`src/sv/aswf_pkg.sv`:
```
// ----------------------------------------------------------------------------
// aswf_pkg
// Shared types and constants of the auto-ranging scale weight filter.
// ----------------------------------------------------------------------------
`default_nettype none

package aswf_pkg;

  // defaults of the top-level parameters
  localparam int ADC_BITS_DEF  = 10;
  localparam int FRAC_BITS_DEF = 16;

  // field widths
  localparam int CODE_W = 10;
  localparam int UV_W   = 22;
  localparam int MG_W   = 21;
  localparam int CFG_W  = 22;
  localparam int IDX_W  = 3;

  // serial arithmetic widths
  localparam int DIV_N_W = 44;
  localparam int DIV_D_W = 22;
  localparam int MUL_B_W = 22;

  // scaling constants
  localparam logic [UV_W-1:0] FULL_UV     = 22'd3300000;
  localparam logic [14:0]     HYST_MG     = 15'd15000;
  localparam logic [11:0]     ALPHA_NUM   = 12'd3277;
  localparam int              ALPHA_SHIFT = 16;
  localparam logic [15:0]     ALPHA_HALF  = 16'd32768;

  // register indexes
  localparam logic [IDX_W-1:0] REG_FINE_VMIN   = 3'd0;
  localparam logic [IDX_W-1:0] REG_FINE_VMAX   = 3'd1;
  localparam logic [IDX_W-1:0] REG_COARSE_VMIN = 3'd2;
  localparam logic [IDX_W-1:0] REG_COARSE_VMAX = 3'd3;
  localparam logic [IDX_W-1:0] REG_FINE_FS     = 3'd4;
  localparam logic [IDX_W-1:0] REG_COARSE_FS   = 3'd5;

  // register reset values
  localparam logic [UV_W-1:0] RST_VMIN      = 22'd0;
  localparam logic [UV_W-1:0] RST_VMAX      = 22'd3300000;
  localparam logic [MG_W-1:0] RST_FINE_FS   = 21'd290000;
  localparam logic [MG_W-1:0] RST_COARSE_FS = 21'd1040000;

  typedef struct packed {
    logic [CODE_W-1:0] fine_code;
    logic [CODE_W-1:0] coarse_code;
  } in_item_t;

  typedef struct packed {
    logic [MG_W-1:0] filtered_weight_mg;
    logic [UV_W-1:0] measured_volt_uv;
    logic            range_now;
  } out_item_t;

endpackage

`default_nettype wire

```
`src/sv/aswf_mul.sv`:
```
// ----------------------------------------------------------------------------
// aswf_mul
// Bit-serial shift-add multiplier: signed multiplicand, unsigned multiplier.
// ----------------------------------------------------------------------------
`default_nettype none

module aswf_mul import aswf_pkg::*; #(
  parameter int A_W = 38,
  parameter int B_W = MUL_B_W
) (
  input  logic                     clk,
  input  logic                     rst,
  input  logic                     start,
  input  logic signed [A_W-1:0]    a,
  input  logic [B_W-1:0]           b,
  output logic                     done,
  output logic signed [A_W+B_W-1:0] prod
);

  localparam int P_W   = A_W + B_W;
  localparam int CNT_W = $clog2(B_W + 1);

  logic                    busy;
  logic [CNT_W-1:0]        cnt;
  logic signed [P_W-1:0]   mcand;
  logic [B_W-1:0]          mplier;

  // one multiplier bit per cycle
  always_ff @(posedge clk) begin
    if (rst) begin
      busy <= 1'b0;
      done <= 1'b0;
      cnt  <= '0;
    end else begin
      done <= 1'b0;
      if (start) begin
        busy   <= 1'b1;
        cnt    <= CNT_W'(B_W);
        mcand  <= {{B_W{a[A_W-1]}}, a};
        mplier <= b;
        prod   <= '0;
      end else if (busy) begin
        if (mplier[0]) begin
          prod <= prod + mcand;
        end
        mcand  <= mcand <<< 1;
        mplier <= mplier >> 1;
        cnt    <= cnt - 1'b1;
        if (cnt == CNT_W'(1)) begin
          busy <= 1'b0;
          done <= 1'b1;
        end
      end
    end
  end

endmodule

`default_nettype wire

```
`src/sv/aswf_div.sv`:
```
// ----------------------------------------------------------------------------
// aswf_div
// Bit-serial restoring divider, one quotient bit per cycle.
// ----------------------------------------------------------------------------
`default_nettype none

module aswf_div import aswf_pkg::*; #(
  parameter int N_W = DIV_N_W,
  parameter int D_W = DIV_D_W
) (
  input  logic           clk,
  input  logic           rst,
  input  logic           start,
  input  logic [N_W-1:0] dividend,
  input  logic [D_W-1:0] divisor,
  output logic           done,
  output logic [N_W-1:0] quot
);

  localparam int CNT_W = $clog2(N_W + 1);

  logic             busy;
  logic [CNT_W-1:0] cnt;
  logic [D_W-1:0]   rem;
  logic [D_W-1:0]   den;
  logic [D_W:0]     rem_sh;
  logic [D_W+1:0]   diff;

  // trial subtract of the shifted remainder
  assign rem_sh = {rem, quot[N_W-1]};
  assign diff   = {1'b0, rem_sh} - {2'b00, den};

  always_ff @(posedge clk) begin
    if (rst) begin
      busy <= 1'b0;
      done <= 1'b0;
      cnt  <= '0;
    end else begin
      done <= 1'b0;
      if (start) begin
        busy <= 1'b1;
        cnt  <= CNT_W'(N_W);
        quot <= dividend;
        den  <= divisor;
        rem  <= '0;
      end else if (busy) begin
        if (!diff[D_W+1]) begin
          rem  <= diff[D_W-1:0];
          quot <= {quot[N_W-2:0], 1'b1};
        end else begin
          rem  <= rem_sh[D_W-1:0];
          quot <= {quot[N_W-2:0], 1'b0};
        end
        cnt <= cnt - 1'b1;
        if (cnt == CNT_W'(1)) begin
          busy <= 1'b0;
          done <= 1'b1;
        end
      end
    end
  end

endmodule

`default_nettype wire

```
`src/sv/autorange_scale_weight_filter_unit.sv`:
```
// ----------------------------------------------------------------------------
// autorange_scale_weight_filter_unit
// Auto-ranging load-cell weight with exponential smoothing.
// ----------------------------------------------------------------------------
// Usage:
//   in_*  : one item carries the fine and coarse ADC codes (valid/ready).
//   out_* : one result item per input item: filtered weight, voltage of the
//           range in use on entry, range after the item (valid/ready).
//   cfg_* : register writes (index, data), always ready; write only while
//           no item is in flight.
// Sequence: one item at a time. Two code-to-voltage divides, one to three
//   serial multiplies, a weight divide (skipped when the weight is zero)
//   and the filter multiply, plus the accept and output steps, all on the
//   shared bit-serial divider and multiplier.
// The output register holds a finished item while the receiver stalls; the
//   next item is taken once that result is loaded.
// Reset: fine range, filter cleared, registers at their defaults.
// ----------------------------------------------------------------------------
`default_nettype none

module autorange_scale_weight_filter_unit import aswf_pkg::*; #(
  parameter int ADC_BITS         = ADC_BITS_DEF,
  parameter int FILTER_FRAC_BITS = FRAC_BITS_DEF
) (
  input  logic             clk,
  input  logic             rst,
  input  logic             in_valid,
  output logic             in_ready,
  input  in_item_t         in_data,
  output logic             out_valid,
  input  logic             out_ready,
  output out_item_t        out_data,
  input  logic             cfg_valid,
  output logic             cfg_ready,
  input  logic [IDX_W-1:0] cfg_index,
  input  logic [CFG_W-1:0] cfg_data
);

  localparam int ACC_W   = MG_W + FILTER_FRAC_BITS;
  localparam int A_W     = ACC_W + 1;
  localparam int P_W     = A_W + MUL_B_W;
  localparam int ADC_TOP = (2 ** ADC_BITS) - 1;

  localparam logic [3:0] S_IDLE   = 4'd0;
  localparam logic [3:0] S_UVF    = 4'd1;
  localparam logic [3:0] S_UVF_W  = 4'd2;
  localparam logic [3:0] S_UVC    = 4'd3;
  localparam logic [3:0] S_UVC_W  = 4'd4;
  localparam logic [3:0] S_NUM    = 4'd5;
  localparam logic [3:0] S_NUM_W  = 4'd6;
  localparam logic [3:0] S_LIM    = 4'd7;
  localparam logic [3:0] S_LIM_W  = 4'd8;
  localparam logic [3:0] S_WDIV   = 4'd9;
  localparam logic [3:0] S_WDIV_W = 4'd10;
  localparam logic [3:0] S_EMA    = 4'd11;
  localparam logic [3:0] S_EMA_W  = 4'd12;
  localparam logic [3:0] S_DONE   = 4'd13;

  logic [3:0]        state;
  logic [UV_W-1:0]   fine_vmin, fine_vmax, coarse_vmin, coarse_vmax;
  logic [MG_W-1:0]   fine_fs, coarse_fs;
  logic [CODE_W-1:0] fine_code, coarse_code;
  logic [UV_W-1:0]   uv_f, uv_c;
  logic              active_range, first_range, second;
  logic signed [P_W-1:0] num;
  logic [MG_W-1:0]   wt;
  logic [ACC_W-1:0]  filtered_acc;

  logic [ADC_BITS-1:0]  code_m;
  logic [DIV_N_W-1:0]   uv_dvd, div_dvd, div_quot;
  logic [DIV_D_W-1:0]   div_den;
  logic                 div_start, div_done;
  logic signed [A_W-1:0] mul_a, ema_a;
  logic [MUL_B_W-1:0]   mul_b;
  logic                 mul_start, mul_done;
  logic signed [P_W-1:0] mul_prod, rnd, inc;

  logic [UV_W-1:0]      uv_sel, vmin_sel, vmax_sel, den;
  logic [MG_W-1:0]      fs_sel;
  logic                 empty, w_zero, fine_sw, coarse_sw;
  logic signed [22:0]   a_num, lim;

  assign in_ready  = (state == S_IDLE);
  assign cfg_ready = 1'b1;

  // configuration registers
  always_ff @(posedge clk) begin
    if (rst) begin
      fine_vmin   <= RST_VMIN;
      fine_vmax   <= RST_VMAX;
      coarse_vmin <= RST_VMIN;
      coarse_vmax <= RST_VMAX;
      fine_fs     <= RST_FINE_FS;
      coarse_fs   <= RST_COARSE_FS;
    end else if (cfg_valid) begin
      unique case (cfg_index)
        REG_FINE_VMIN:   fine_vmin   <= cfg_data[UV_W-1:0];
        REG_FINE_VMAX:   fine_vmax   <= cfg_data[UV_W-1:0];
        REG_COARSE_VMIN: coarse_vmin <= cfg_data[UV_W-1:0];
        REG_COARSE_VMAX: coarse_vmax <= cfg_data[UV_W-1:0];
        REG_FINE_FS:     fine_fs     <= cfg_data[MG_W-1:0];
        REG_COARSE_FS:   coarse_fs   <= cfg_data[MG_W-1:0];
        default: ;
      endcase
    end
  end

  // channel of the range in use
  assign uv_sel   = active_range ? uv_c : uv_f;
  assign vmin_sel = active_range ? coarse_vmin : fine_vmin;
  assign vmax_sel = active_range ? coarse_vmax : fine_vmax;
  assign fs_sel   = active_range ? coarse_fs : fine_fs;
  assign empty    = (vmax_sel <= vmin_sel);
  assign den      = vmax_sel - vmin_sel;
  assign a_num    = $signed({1'b0, uv_sel}) - $signed({1'b0, vmin_sel});
  assign lim      = $signed({2'b00, fine_fs}) - $signed({8'd0, HYST_MG});

  // range switch tests
  assign fine_sw   = !empty && (fine_fs != '0) && (uv_f > fine_vmax);
  assign coarse_sw = empty ? (lim > 23'sd0) : (num < mul_prod);
  assign w_zero    = empty || (num <= P_W'(0));

  // divider operands: code to microvolts, or weight
  assign code_m  = ADC_BITS'((state == S_UVF) ? fine_code : coarse_code);
  assign uv_dvd  = DIV_N_W'(code_m) * DIV_N_W'(FULL_UV) + DIV_N_W'(ADC_TOP / 2);
  assign div_dvd = (state == S_WDIV) ? num[DIV_N_W-1:0] : uv_dvd;
  assign div_den = (state == S_WDIV) ? DIV_D_W'(den) : DIV_D_W'(ADC_TOP);
  assign div_start = (state == S_UVF) || (state == S_UVC) ||
                     ((state == S_WDIV) && !w_zero);

  // multiplier operands
  assign ema_a = $signed({1'b0, wt, {FILTER_FRAC_BITS{1'b0}}}) -
                 $signed({1'b0, filtered_acc});
  always_comb begin
    case (state)
      S_LIM: begin
        mul_a = A_W'(lim);
        mul_b = MUL_B_W'(den);
      end
      S_EMA: begin
        mul_a = ema_a;
        mul_b = MUL_B_W'(ALPHA_NUM);
      end
      default: begin
        mul_a = A_W'(a_num);
        mul_b = MUL_B_W'(fs_sel);
      end
    endcase
  end
  assign mul_start = (state == S_NUM) || (state == S_LIM) || (state == S_EMA);

  // filter step: acc + round((w<<F - acc) * alpha)
  assign rnd = mul_prod + P_W'(ALPHA_HALF);
  assign inc = rnd >>> ALPHA_SHIFT;

  aswf_div #(
    .N_W (DIV_N_W),
    .D_W (DIV_D_W)
  ) u_div (
    .clk      (clk),
    .rst      (rst),
    .start    (div_start),
    .dividend (div_dvd),
    .divisor  (div_den),
    .done     (div_done),
    .quot     (div_quot)
  );

  aswf_mul #(
    .A_W (A_W),
    .B_W (MUL_B_W)
  ) u_mul (
    .clk   (clk),
    .rst   (rst),
    .start (mul_start),
    .a     (mul_a),
    .b     (mul_b),
    .done  (mul_done),
    .prod  (mul_prod)
  );

  // sequencer
  always_ff @(posedge clk) begin
    if (rst) begin
      state        <= S_IDLE;
      active_range <= 1'b0;
      filtered_acc <= '0;
      out_valid    <= 1'b0;
    end else begin
      if (out_valid && out_ready && (state != S_DONE)) begin
        out_valid <= 1'b0;
      end
      unique case (state)
        S_IDLE: begin
          if (in_valid) begin
            fine_code   <= in_data.fine_code;
            coarse_code <= in_data.coarse_code;
            state       <= S_UVF;
          end
        end
        S_UVF: state <= S_UVF_W;
        S_UVF_W: begin
          if (div_done) begin
            uv_f  <= div_quot[UV_W-1:0];
            state <= S_UVC;
          end
        end
        S_UVC: state <= S_UVC_W;
        S_UVC_W: begin
          if (div_done) begin
            uv_c        <= div_quot[UV_W-1:0];
            first_range <= active_range;
            second      <= 1'b0;
            state       <= S_NUM;
          end
        end
        S_NUM: state <= S_NUM_W;
        S_NUM_W: begin
          if (mul_done) begin
            num <= mul_prod;
            if (second) begin
              state <= S_WDIV;
            end else if (!active_range) begin
              if (fine_sw) begin
                active_range <= 1'b1;
                second       <= 1'b1;
                state        <= S_NUM;
              end else begin
                state <= S_WDIV;
              end
            end else begin
              state <= S_LIM;
            end
          end
        end
        S_LIM: state <= S_LIM_W;
        S_LIM_W: begin
          if (mul_done) begin
            if (coarse_sw) begin
              active_range <= 1'b0;
              second       <= 1'b1;
              state        <= S_NUM;
            end else begin
              state <= S_WDIV;
            end
          end
        end
        S_WDIV: begin
          if (w_zero) begin
            wt    <= '0;
            state <= S_EMA;
          end else begin
            state <= S_WDIV_W;
          end
        end
        S_WDIV_W: begin
          if (div_done) begin
            wt    <= (div_quot > DIV_N_W'(coarse_fs)) ? coarse_fs : div_quot[MG_W-1:0];
            state <= S_EMA;
          end
        end
        S_EMA: state <= S_EMA_W;
        S_EMA_W: begin
          if (mul_done) begin
            filtered_acc <= filtered_acc + inc[ACC_W-1:0];
            state        <= S_DONE;
          end
        end
        S_DONE: begin
          if (!out_valid || out_ready) begin
            out_data.filtered_weight_mg <= filtered_acc[ACC_W-1:FILTER_FRAC_BITS];
            out_data.measured_volt_uv   <= first_range ? uv_c : uv_f;
            out_data.range_now          <= active_range;
            out_valid                   <= 1'b1;
            state                       <= S_IDLE;
          end
        end
        default: state <= S_IDLE;
      endcase
    end
  end

  // checks
  a_one_item: assert property (@(posedge clk) disable iff (rst)
    in_valid && in_ready |=> !in_ready)
    else $error("second item taken while one is in flight");

  a_result_loaded: assert property (@(posedge clk) disable iff (rst)
    (state == S_DONE) && (!out_valid || out_ready) |=> out_valid)
    else $error("finished item not presented");

  a_div_owner: assert property (@(posedge clk) disable iff (rst)
    div_done |-> (state == S_UVF_W) || (state == S_UVC_W) || (state == S_WDIV_W))
    else $error("divider finished outside a divide step");

  a_mul_owner: assert property (@(posedge clk) disable iff (rst)
    mul_done |-> (state == S_NUM_W) || (state == S_LIM_W) || (state == S_EMA_W))
    else $error("multiplier finished outside a multiply step");

endmodule

`default_nettype wire
```
`config.mk`:
```
export PLATFORM = sky130hd
export DESIGN_NAME = autorange_scale_weight_filter_unit
export DESIGN_NICKNAME = d
export VERILOG_FILES = /design/src/sv/aswf_pkg.sv /design/src/sv/aswf_mul.sv /design/src/sv/aswf_div.sv /design/src/sv/autorange_scale_weight_filter_unit.sv
export SDC_FILE = /design/constraint.sdc
export NUM_CORES = 2
export LEC_CHECK = 0
export ABC_CLOCK_PERIOD_IN_PS = 8600
export BUFFER_PORTS_ARGS = -buffer_cell sky130_fd_sc_hd__buf_2
export CAP_MARGIN = 20
export CORE_MARGIN = 2
export CORE_UTILIZATION = 45
export DETAILED_ROUTE_END_ITERATION = 8
export PLACE_DENSITY = 0.6
export SLEW_MARGIN = 20
export SYNTH_ARGS = -nofsm -noshare
export SYNTH_HDL_FRONTEND = slang
export SYNTH_SLANG_ARGS = --single-unit
```
`constraint.sdc`:
```
create_clock -name clk -period 8.6 [get_ports clk]
set_input_delay 0.86 -clock clk [delete_from_list [all_inputs] [get_ports clk]]
set_output_delay 0.86 -clock clk [all_outputs]
set_load 0.005 [all_outputs]
```
==> out/results.txt <==
Status = completed
Minimum clock period after layout = 7.44 ns
Setup Skew = 0.0349 ns
Vias in the first global route = 31,200
Hold Vio Cnt, Final = 0
H-Tree Depth = 3
Initial Utilization = 45.4%
CTS tree = done
Post-synth EDFFs = 421
Total Routing Usage GR = 26.2%
Worst path slowest cell = mux2i_1
Antenna Cells = 0
PD cells = 424 nW/um^2
Antenna-violating nets left = 0
Routed Wire Length = 124,000 um
Crit path max fanout = 21
Static Leak = 0.0179 uW
Drt pass-1 iters = 8
Commonest non-fill, non-tap cells in the layout = nand2_1, edfxtp_1, a21oi_1
Proportion of layout cells with a drive suffix above 1 = 8.10%
Sequential cell area fraction in the yosys report = 40.2%
Crit path cell chain = nor4b_2, buf_4, mux2i_1, inv_1, ha_1, fa_1, fa_1, fa_1, fa_1, ha_1, and3_1, a221oi_1, and3b_1, mux2i_1, nand2_1, nand4_2, or3_4, nor4_4, and3_1, xor2_1, o22ai_1
Max-cap violation count = 0
Fraction of registers with async set/reset = 0%
Finished Cell Area = 45,100 um^2
Syn nets = 4,893
Largest net degree at the start of global routing = 80
CTS buffer count = 73
Multi-input gate area = 22,800 um^2
Setup tns final = 0 ns
Final Cycle Share = 86.5%
Buffers on Ports = 95
# DRC = 0
Clock sink count = 609
CP startpoint kind = flop
Critical setup path kind = flop to flop
Later-pin clock latency in the skew report = 0.67 ns
Min-delay worst type = input pin to flop
DRT iter0 DRCs = 2,861
Register Area = 16,400 um^2
Post-CTS Setup Repair Bufs = 0
Die Wd = 305 um
Routed len/inst = 21.7 um
Final nets = 4,927
Cell mode on critical path = fa_1
Core Footprint = 90,000 um^2
Site Rows = 110
Antenna violations before repair = 2
Final Setup Violations = 0
Syn Area/Cell = 9.22 um^2
CTS clk-pin slew, worst paths = 0.06 ns
Area Growth Syn to Fin = 10.4%
Ys Warns = 0
DP Wirelength = 94,700 um
Commonest non-fill, non-tap cell in the layout = nand2_1
Die span in y = 305 um
Post-route total power = 19,100 uW
CP arrival = 7.83 ns
Worst-margin pin slew = 1.07 ns
Via density = 5.74
First-pass GRT wire length = 187,000 um
Relative slew slack = 28.6%
Slew Limit Fails = 0
Top-level I/O count = 97
RSZ-0062 raised after global routing = no
CP bufs+invs = 2
Clock buffer depth = 3
Max Fclk = 134 MHz
Post_cts resized = 0
Hold WS = 0.399 ns
CP delay by family, top = adder cells
Synth unique cells = 99
Required time worst endpoint = 8.99 ns
Top FF cell, synth = edfxtp_1
Worst VDD drop = 723 uV
Fin util = 50.1%
Hold Buf Count CTS = 0
Worst path max stage delay = 0.63 ns
Final Wtd Congestion = 0.950
GRT Residual Overflow = 0
Yosys reg bits = 609
Crit end category = flop
Via Count = 32,700
Synth Instances = 4,425
Total die area = 93,100 um^2
Fillcell total = 8,443
Cell Area, Synth = 40,800 um^2
Clock tree root driver cell = clkbuf_16
Area after DPL = 42,500 um^2
-- logic make-up after synthesis --
logic type,count (synthesis),synth area share [%]
AOI/OAI and AO/OA,1089,16.6
xor gates and xnor gates,253,5.45
adders and majority gates,418,13.6
buffers and inverters,458,4.28
DFF,609,40.2
muxes,129,3.31
other,1,0.00919
and+or+nand+nor,1468,16.6
-- power by group --
part	internal (uW)	leakage, uW	total [uW]	switching [uW]
registers	3570	0.00528	3850	278
logic	5020	0.0114	12000	6970
clock network	1960	0.00122	3290	1330
total	10600	0.0179	19100	8580
-- layout make-up --
cell class	count	area share, %
clock buffers	97	4.56
multi-input cells	3358	50.6
clock inverters	36	1.03
flip-flops and latches	609	36.4
inverters	278	2.32
repair buffers	139	1.83
well taps	1176	3.26
-- state kept, by name, summed over array words and instances (netlist names), 21 cells and up --
name          flops
filtered_acc     37
u_mul.prod       60
fine_vmin        22
u_mul.mcand      60
u_div.rem        22
num              60
uv_f             22
u_div.den        22
fine_fs          21
coarse_fs        21
fine_vmax        22
u_mul.mplier     22
coarse_vmin      22
coarse_vmax      22
wt               21
out_data         44
uv_c             22
u_div.quot       44
-- worst paths after layout --
kind,to,start,depth (start not counted),slack [ns]
min,fine_code[3],in_data[13],1,0.40
max reg2reg,u_div.quot[31],state[1],21,1.16
min reg2reg,coarse_vmin[13],coarse_vmin[13],2,0.45
max,u_div.quot[31],state[1],21,1.16
-- through the flow --
| stage | worst slack, ns | cells |
|---|---|---|
| after floorplan | 1.20 | 4425 |
| after global placement | 1.20 | 5560 |
| after detailed placement | 1.18 | 5560 |
| after CTS | 1.13 | 5693 |
| after global routing | 0.705 | 5693 |
| final | 1.16 | 5693 |
-- Yosys cell counts, types with 41 or more instances --
| cell | count | area, um^2 |
|---|---|---|
| nor2_1 | 302 | 1130 |
| a21oi_1 | 418 | 2090 |
| ha_1 | 377 | 4720 |
| mux2_2 | 49 | 552 |
| o21ai_0 | 186 | 931 |
| nand2_1 | 659 | 2470 |
| mux2i_1 | 80 | 801 |
| nor2b_1 | 46 | 288 |
| nand4_1 | 61 | 382 |
| fa_1 | 41 | 821 |
| edfxtp_1 | 421 | 12600 |
| nor4_1 | 50 | 313 |
| xor2_1 | 87 | 762 |
| nor3_1 | 75 | 375 |
| a21o_1 | 145 | 1090 |
| nand3_1 | 78 | 390 |
| xnor2_1 | 165 | 1450 |
| clkbuf_1 | 150 | 563 |
| dfxtp_1 | 188 | 3760 |
| inv_1 | 278 | 1040 |
-- layer usage --
metal	GRT usage, %	wire [um]	vias to the layer above
li1	-	-	15900
met1	35.4	54600	15600
met2	43.0	57100	942
met3	3.40	7260	205
met4	9.55	4760	2
met5	0	15	-
Note: power is estimated with default switching activity, not from simulation.
